`config.mk`:
```
export PLATFORM = sky130hd
export DESIGN_NAME = bpp_front
export DESIGN_NICKNAME = d
export VERILOG_FILES = /design/src/hdl/bpp_pkg.sv /design/src/hdl/bpp_front.sv
export SDC_FILE = /design/constraint.sdc
export NUM_CORES = 1
export LEC_CHECK = 0
export BUFFER_PORTS_ARGS = -buffer_cell sky130_fd_sc_hd__buf_2
export CAP_MARGIN = 0
export CORE_UTILIZATION = 57
export DETAILED_ROUTE_END_ITERATION = 12
export GPL_TIMING_DRIVEN = 0
export PLACE_DENSITY = 0.79
export REMOVE_ABC_BUFFERS = 1
export SKIP_CTS_REPAIR_TIMING = 1
export SLEW_MARGIN = 25
export SYNTH_ARGS = -nofsm -noshare
export SYNTH_HDL_FRONTEND = slang
export SYNTH_SLANG_ARGS = --single-unit
```
`constraint.sdc`:
```
create_clock -name clk -period 12.51 [get_ports clk]
set_input_delay 1.8765 -clock clk [delete_from_list [all_inputs] [get_ports clk]]
set_output_delay 1.8765 -clock clk [all_outputs]
set_load 0.03 [all_outputs]
```
`src/hdl/bpp_pkg.sv`:
```
`timescale 1ns / 1ps
// Shared types, constants and fixed-point helpers of the 1D Boris particle pusher.
package bpp_pkg;

  localparam int MAX_CELLS  = 1024;
  localparam int CELL_W     = $clog2(MAX_CELLS);
  localparam int NUM_COMP   = 6;
  localparam int DIV_STAGES = 32;
  localparam int QDEPTH     = 4;
  localparam int IN_DW      = 272;
  localparam int OUT_DW     = 192;

  localparam logic signed [31:0] ONE = 32'sd65536;
  localparam logic signed [31:0] TWO = 32'sd131072;

  typedef enum logic [1:0] {
    CMD_LOAD = 2'd0,
    CMD_VEL  = 2'd1,
    CMD_POS  = 2'd2
  } cmd_t;

  typedef enum logic [1:0] {
    REG_QM    = 2'd0,
    REG_DT    = 2'd1,
    REG_ICW   = 2'd2,
    REG_CELLS = 2'd3
  } reg_t;

  typedef struct packed {
    logic signed [31:0] qm;
    logic [30:0]        dt;
    logic [30:0]        icw;
    logic [CELL_W:0]    ncell;
  } cfg_t;

  typedef struct packed {
    logic              ld;
    logic              is_pos;
    logic              last;
    logic [CELL_W-1:0] cidx;
    logic [2:0]        comp;
    logic [31:0]       fval;
    logic [2:0][31:0]  p;
    logic [2:0][31:0]  v;
    logic [31:0]       g;
  } itm_t;

  typedef struct packed {
    logic              vld;
    logic              ld;
    logic              is_pos;
    logic              last;
    logic              flag;
    logic [CELL_W-1:0] c1;
    logic [CELL_W-1:0] c2;
    logic [2:0]        comp;
    logic [15:0]       frac;
    logic [31:0]       g;
    logic [31:0]       xo;
    logic [2:0][31:0]  p;
    logic [2:0][31:0]  v;
    logic [2:0][31:0]  t;
    logic [2:0][31:0]  e;
    logic [2:0][31:0]  vm;
    logic [2:0][31:0]  w;
    logic [2:0][31:0]  s;
    logic [5:0][31:0]  f;
    logic [11:0][31:0] mp;
    logic [31:0]       den;
  } bk_t;

  typedef struct packed {
    logic [CELL_W-1:0] cidx;
    logic              flag;
  } loc_t;

  function automatic logic signed [31:0] sat66(input logic signed [65:0] x);
    if (!x[65] && (|x[64:31])) return 32'sh7fffffff;
    if (x[65] && !(&x[64:31])) return 32'sh80000000;
    return x[31:0];
  endfunction

  // Q16.16 product, floored, saturated
  function automatic logic signed [31:0] fmul(input logic signed [31:0] a,
                                              input logic signed [31:0] b);
    logic signed [63:0] pr;
    logic signed [63:0] q;
    pr = a * b;
    q  = pr >>> 16;
    return sat66({{2{q[63]}}, q});
  endfunction

  // saturated a + b - c
  function automatic logic signed [31:0] addsub(input logic signed [31:0] a,
                                                input logic signed [31:0] b,
                                                input logic signed [31:0] c);
    logic [65:0] s;
    s = {{34{a[31]}}, a} + {{34{b[31]}}, b} - {{34{c[31]}}, c};
    return sat66(s);
  endfunction

  function automatic logic [CELL_W:0] cells_used(input logic [10:0] raw);
    if (raw == 11'd0) return (CELL_W+1)'(1);
    if (int'(raw) > MAX_CELLS) return (CELL_W+1)'(MAX_CELLS);
    return (CELL_W+1)'(raw);
  endfunction

  // cell from the scaled position, clamped to the grid
  function automatic loc_t locate(input logic [31:0] xo, input logic [CELL_W:0] n);
    loc_t r;
    if (xo[31]) begin
      r.cidx = '0;
      r.flag = 1'b1;
    end else if (32'(xo[30:16]) >= 32'(n)) begin
      r.cidx = CELL_W'(n - 1'b1);
      r.flag = 1'b1;
    end else begin
      r.cidx = CELL_W'(xo[30:16]);
      r.flag = 1'b0;
    end
    return r;
  endfunction

endpackage

```
`src/hdl/bpp_front.sv`:
```
`timescale 1ns / 1ps
// Front part: accepts beats, drops dead commands, queues work for the back part.
module bpp_front (
  input  logic                       clk,
  input  logic                       rst_n,
  input  logic                       in_tvalid,
  output logic                       in_tready,
  input  logic [bpp_pkg::IN_DW-1:0]  in_tdata,
  input  logic [1:0]                 in_tuser,
  input  logic                       in_tlast,
  input  logic                       pop,
  output logic                       itm_vld,
  output bpp_pkg::itm_t              itm
);
  import bpp_pkg::*;

  localparam int PW = $clog2(QDEPTH);

  itm_t          q_r [QDEPTH];
  logic [PW-1:0] wp_r, rp_r;
  logic [PW:0]   cnt_r;
  cmd_t          cmd;
  logic          keep, push;
  logic [30:0]   gam;
  itm_t          cur;

  always_comb begin
    cmd = cmd_t'(in_tuser);
    case (cmd)
      CMD_LOAD: keep = in_tdata[12:10] < 3'(NUM_COMP);
      CMD_VEL:  keep = 1'b1;
      CMD_POS:  keep = 1'b1;
      default:  keep = 1'b0;
    endcase
    gam         = in_tdata[267:237];
    cur.ld      = cmd == CMD_LOAD;
    cur.is_pos  = cmd == CMD_POS;
    cur.last    = in_tlast;
    cur.cidx    = CELL_W'(in_tdata[9:0]);
    cur.comp    = in_tdata[12:10];
    cur.fval    = in_tdata[44:13];
    cur.p[0]    = in_tdata[76:45];
    cur.p[1]    = in_tdata[108:77];
    cur.p[2]    = in_tdata[140:109];
    cur.v[0]    = in_tdata[172:141];
    cur.v[1]    = in_tdata[204:173];
    cur.v[2]    = in_tdata[236:205];
    // gamma below one counts as one
    cur.g       = (gam < 31'd65536) ? 32'd65536 : {1'b0, gam};
  end

  assign in_tready = cnt_r != (PW+1)'(QDEPTH);
  assign push      = in_tvalid && in_tready && keep;
  assign itm_vld   = cnt_r != '0;
  assign itm       = q_r[rp_r];

  always_ff @(posedge clk) begin
    if (!rst_n) begin
      wp_r  <= '0;
      rp_r  <= '0;
      cnt_r <= '0;
    end else begin
      if (push) wp_r <= wp_r + 1'b1;
      if (pop)  rp_r <= rp_r + 1'b1;
      cnt_r <= cnt_r + (PW+1)'(push) - (PW+1)'(pop);
    end
  end

  always_ff @(posedge clk) begin
    if (push) q_r[wp_r] <= cur;
  end

`ifndef SYNTHESIS
  a_pop_nonempty: assert property (@(posedge clk) disable iff (!rst_n)
    pop |-> cnt_r != '0) else $error("queue popped while empty");
  a_cnt_up: assert property (@(posedge clk) disable iff (!rst_n)
    (push && !pop) |=> cnt_r == $past(cnt_r) + 1'b1) else $error("queue count lost a push");
  a_cnt_dn: assert property (@(posedge clk) disable iff (!rst_n)
    (pop && !push) |=> cnt_r == $past(cnt_r) - 1'b1) else $error("queue count lost a pop");
  a_ptr: assert property (@(posedge clk) disable iff (!rst_n)
    cnt_r[PW-1:0] == PW'(wp_r - rp_r)) else $error("queue pointers and count disagree");
  a_load_comp: assert property (@(posedge clk) disable iff (!rst_n)
    push |-> (!cur.ld || cur.comp < 3'(NUM_COMP))) else $error("bad load queued");
`endif
endmodule

```
# Word level (Yosys, flattened, before mapping)
# Memory sizes are Yosys's and may differ from the RTL's. A register that Yosys moved wholly into a read port is not among the register bits.
# Index checks and enable logic that the tools add are counted.
dict set report op_classes {
  addsub 4
  n_lt_le_gt_ge 2
  n_eq_ne 3
  mux 6
  n_reduce_logical 5
}
# op n
set op_table {}
lappend op_table {{$lt 31x17->1 const B} 1}
lappend op_table {{$mux 31} 1}
lappend op_table {{$add 2x1->2 const B} 2}
lappend op_table {{$mux 2} 2}
lappend op_table {{$add 3x1->3} 1}
lappend op_table {{$lt 3x3->1 const B} 1}
lappend op_table {{$ne 3x3->1 const B} 1}
lappend op_table {{$reduce_bool 3->1} 1}
lappend op_table {{$sub 3x1->3} 1}
lappend op_table {{$eq 2x1->1 const B} 1}
lappend op_table {{$eq 2x2->1 const B} 1}
lappend op_table {{$logic_and 1x1->1} 2}
lappend op_table {{$logic_not 2->1} 1}
lappend op_table {{$mux 1} 2}
lappend op_table {{$pmux 1 s2} 1}
lappend op_table {{$reduce_or 2->1} 1}
dict set report word_totals {
  ff_bits 7
  ram_bits 1084
  in_bits 279
  out_inout_bits 274
  word_cells 24
  n_memories 1
}
# memory depth width read_ports rd_ports_with_merged_regs write_ports line_no
set memory_table {}
lappend memory_table {q_r 4 271 1 1 1 bpp_front.sv:19} ;# itm_t q_r [QDEPTH];

# Depth between registers and ports, before layout
dict set report depth {
  ltp_word 6
  mapped_depth 11
  depth_no_buf 11
}

# Least setup slack after synthesis
# No wires, ideal clock.
dict set report synth_timing {
  path_type {input to register}
  startpoint {input port in_tuser[0]}
  endpoint {memory q_r[0][0] (netlist name), enable pin}
  setup_ns 0.668
  arrival_ns 8.761
  t_required_ns 11.842
  path_slack_ns 3.081
  path_stages 5
  n_path_buf 0
  cell_sequence {inv_1 ha_1 a21boi_0 o2111a_2 and2_1}
}
# element line_no
set synth_lines {}
lappend synth_lines {{start: declaration} bpp_front.sv:9} ;# input logic [1:0] in_tuser,
lappend synth_lines {{end: declaration} bpp_front.sv:19}

==> impl_metrics.csv <==
group,metric,value,unit
synth,yosys.area.top_type_share,81.8,%
placement,gp_congestion,0.760,
detailed_routing,routed_wl,86.0,mm
setup_path,crit_path_end_kind,"output pin",
timing,fmax,186,MHz
placement,dp_hpwl,52.9,mm
run_status,run_status,"finished, final reports clean",
timing,post-route-period-util,42.9,%
floorplan,die_width,266,um
clocking,cts_buffer_depth,3,
hold_path,hold_depth,2,
setup_path,reg2reg_slack,9.50,ns
detailed_routing,remaining_drc_errors,0,
cells_and_area,num-nets-final,2418,
synth,synthArstFlopShare,0,%
setup_path,cp.arrival,3.49,ns
global_routing,grt_pass1_vias,19500,
floorplan,dieArea,0.0709,sq mm
global_routing,antenna_found_initial,30,
synth,synth_seq_area_share,82.2,%
power,power.internal,6200,uW
clocking,cts_sinks,1093,
synth,yosysMostFrequentCell,"edfxtp_1",
global_routing,grt_max_degree,47,
setup_path,worstSetupPathType,"register to output pin",
timing,slew_violations,0,
global_routing,grt-ovfl-total,0,
clocking,clock-root-buffer,"clkbuf_16",
placement,port_buffers,547,
global_routing,track_usage,24.2,%
power,power.switching,2010,uW
floorplan,num_rows,96,
floorplan,initial_core_util,57.8,%
synth,synth_area,0.0398,sq mm
clocking,insertion_delay,0.66,ns
floorplan,core_area,0.0688,sq mm
setup_path,ff2ff_path_depth,7,
global_routing,grt_first_pass_wirelength,125,mm
hold_path,holdCritPathClass,"register to register",
cells_and_area,drive_gt1_share,45.4,%
setup_path,worstSetupStartpointType,"register",
synth,netlist_instances,1508,
setup_path,crit_end,"itm[210]",
timing,setup_viol,0,
power,switching_share,24.4,%
setup_path,critPathSlowestCell,"dfxtp_4",
setup_path,slowest_delay,0.60,ns
clocking,cts_buffers,106,
clocking,h-tree-depth,3,
floorplan,io_pins,553,
setup_path,path_common_cell,"buf_12",
power,p_total,8200,uW
timing,clock_skew,0.0449,ns
synth,yosysWarningCount,0,
cells_and_area,area_growth,19.4,%
synth,synth_edf_count,1084,
detailed_routing,first_iter_violations,1582,
power,power_frac_seq,51.5,%
timing,worst_pin_slew,0.821,ns
detailed_routing,route.vias.total,18500,
setup_path,reg2reg_to,"q_r[1][147]",
setup_path,crit_fanout,31,
power,ir_drop,0.168,mV
synth,syn_avg_cell_area,26.4,sq um
power,leakage,0.0157,uW
synth,ys_top_cells_by_count,"edfxtp_1, mux4_2, buf_2",
synth,ys_types,24,
detailed_routing,via_per_inst,5.85,
synth,ys.flop_type,"edfxtp_1",
run,drv_cap,0,
detailed_routing,postRouteAntennaNets,0,
clocking,cts_tree,"done",
synth,synth_top_cell_by_area,"edfxtp_1",
power,power_density,173,mW/mm^2
timing,slew_headroom,45.1,%
synth,ys_ff_latch,1093,
setup_path,reg2reg_from,"cnt_r[2]",
timing,rsz0062_at_grt,"no",
timing,hold_viol_final,0,
timing,min_period,5.37,ns
setup_path,worstPathRequired,10.63,ns
power,power_frac_comb,12.8,%
detailed_routing,firstDrtPassIters,5,
power,p_clk_share,35.7,%
timing,setup_tns,0,ns
detailed_routing,wire_per_inst,27.2,um
synth,synth_area_leaders,"edfxtp_1, mux4_2, buf_6",
clocking,clk_pin_slew,0.06,ns
setup_path,path_cells,"buf_16, buf_12, buf_16, buf_12, buf_12, mux4_2, buf_2",
floorplan,die_y,266,um
[kinds of logic after synthesis]
group / after synthesis / share of synthesized area, %
adder cells (fa/ha/maj): 10 / 0.333
multiplexers: 273 / 15.4
other: 1 / 0.00942
XOR/XNOR: 4 / 0.0880
flip-flops: 1093 / 82.2
AO/OA/AOI/OAI: 2 / 0.0503
AND/OR/NAND/NOR: 39 / 0.585
buffers and inverters: 86 / 1.31
[layout by cell type (no fill, tap or decap), types with 2 or more instances in the layout]
cell	instances
bufinv_16	4
clkinvlp_4	4
diode_2	23
dfxtp_1	7
clkbuf_16	106
edfxtp_1	1084
dfxtp_4	2
inv_1	9
ha_1	9
clkinv_2	11
nand2_1	5
and2_1	22
buf_12	17
mux4_2	271
xor2_1	2
clkinv_1	26
and2_4	4
buf_16	26
clkinv_8	2
inv_6	2
nor4_1	2
xnor2_1	2
buf_2	547
mux2i_1	2
clkbuf_1	27
[area by class of cell]
type / instances / area (sq um)
Sequential cell: 1093 / 32700
Fill cell: 4002 / 21300
Multi-Input combinational cell: 329 / 6560
Timing Repair Buffer: 590 / 3790
Clock buffer: 133 / 2750
Tap cell: 931 / 1160
Clock inverter: 52 / 412
Antenna cell: 23 / 57.6
Inverter: 9 / 33.8
[per-layer routing]
metal | GRT usage [%] | wire length, um | vias up
met4 | 10.7 | 3350 | 20
met1 | 28.6 | 30000 | 9741
met5 | 0 | 145 | -
met3 | 6.64 | 6690 | 184
li1 | - | - | 7781
met2 | 41.7 | 45800 | 769
[worst min-delay path by stage]
stage	start	slack [ns]	to
final	wp_r[1]	0.54	wp_r[1]
after CTS	wp_r[1]	0.53	wp_r[1]
after detailed placement	wp_r[1]	0.52	wp_r[1]
after global routing	wp_r[0]	0.57	wp_r[0]
after global placement	wp_r[0]	0.48	wp_r[0]
after floorplan	wp_r[1]	0.47	wp_r[1]
[through the flow]
| stage | hold slack, ns | instance area [sq um] | worst slack, ns | utilization, % | cells |
|---|---|---|---|---|---|
| 2_1_floorplan | 0.468 | 39300 | -1.57 | - | 1431 |
| 3_3_place_gp | 0.476 | 43200 | -6.86 | 62.8 | 2909 |
| 3_5_place_dp | 0.515 | 44300 | 7.59 | 64.4 | 2952 |
| 4_1_cts | 0.532 | 47500 | 7.02 | 69.0 | 3137 |
| 5_1_grt | 0.569 | 47500 | 6.89 | 69.0 | 3153 |
| 6_report | 0.540 | 47500 | 7.14 | 69.0 | 3160 |
[power by group through the flow]
stage	clock network, uW	registers (uW)	logic (uW)
6_report	2930	4230	1050
3_3_place_gp	0	4450	1110
5_1_grt	3120	4240	1100
2_1_floorplan	0	4380	686
4_1_cts	2980	4230	1060
3_5_place_dp	0	4300	1040
[worst max-delay path, delay by kind of cell (launching register included)]
family	cells	cell delay, ns
buf+inv	6	1.55
flops	1	0.60
mux	1	0.59
[state kept, by name, indices dropped and copies added (netlist names), named ones only]
register / cells
q_r: 1084
wp_r: 2
rp_r: 2
cnt_r: 3
Power figures use the tool's default switching activity.
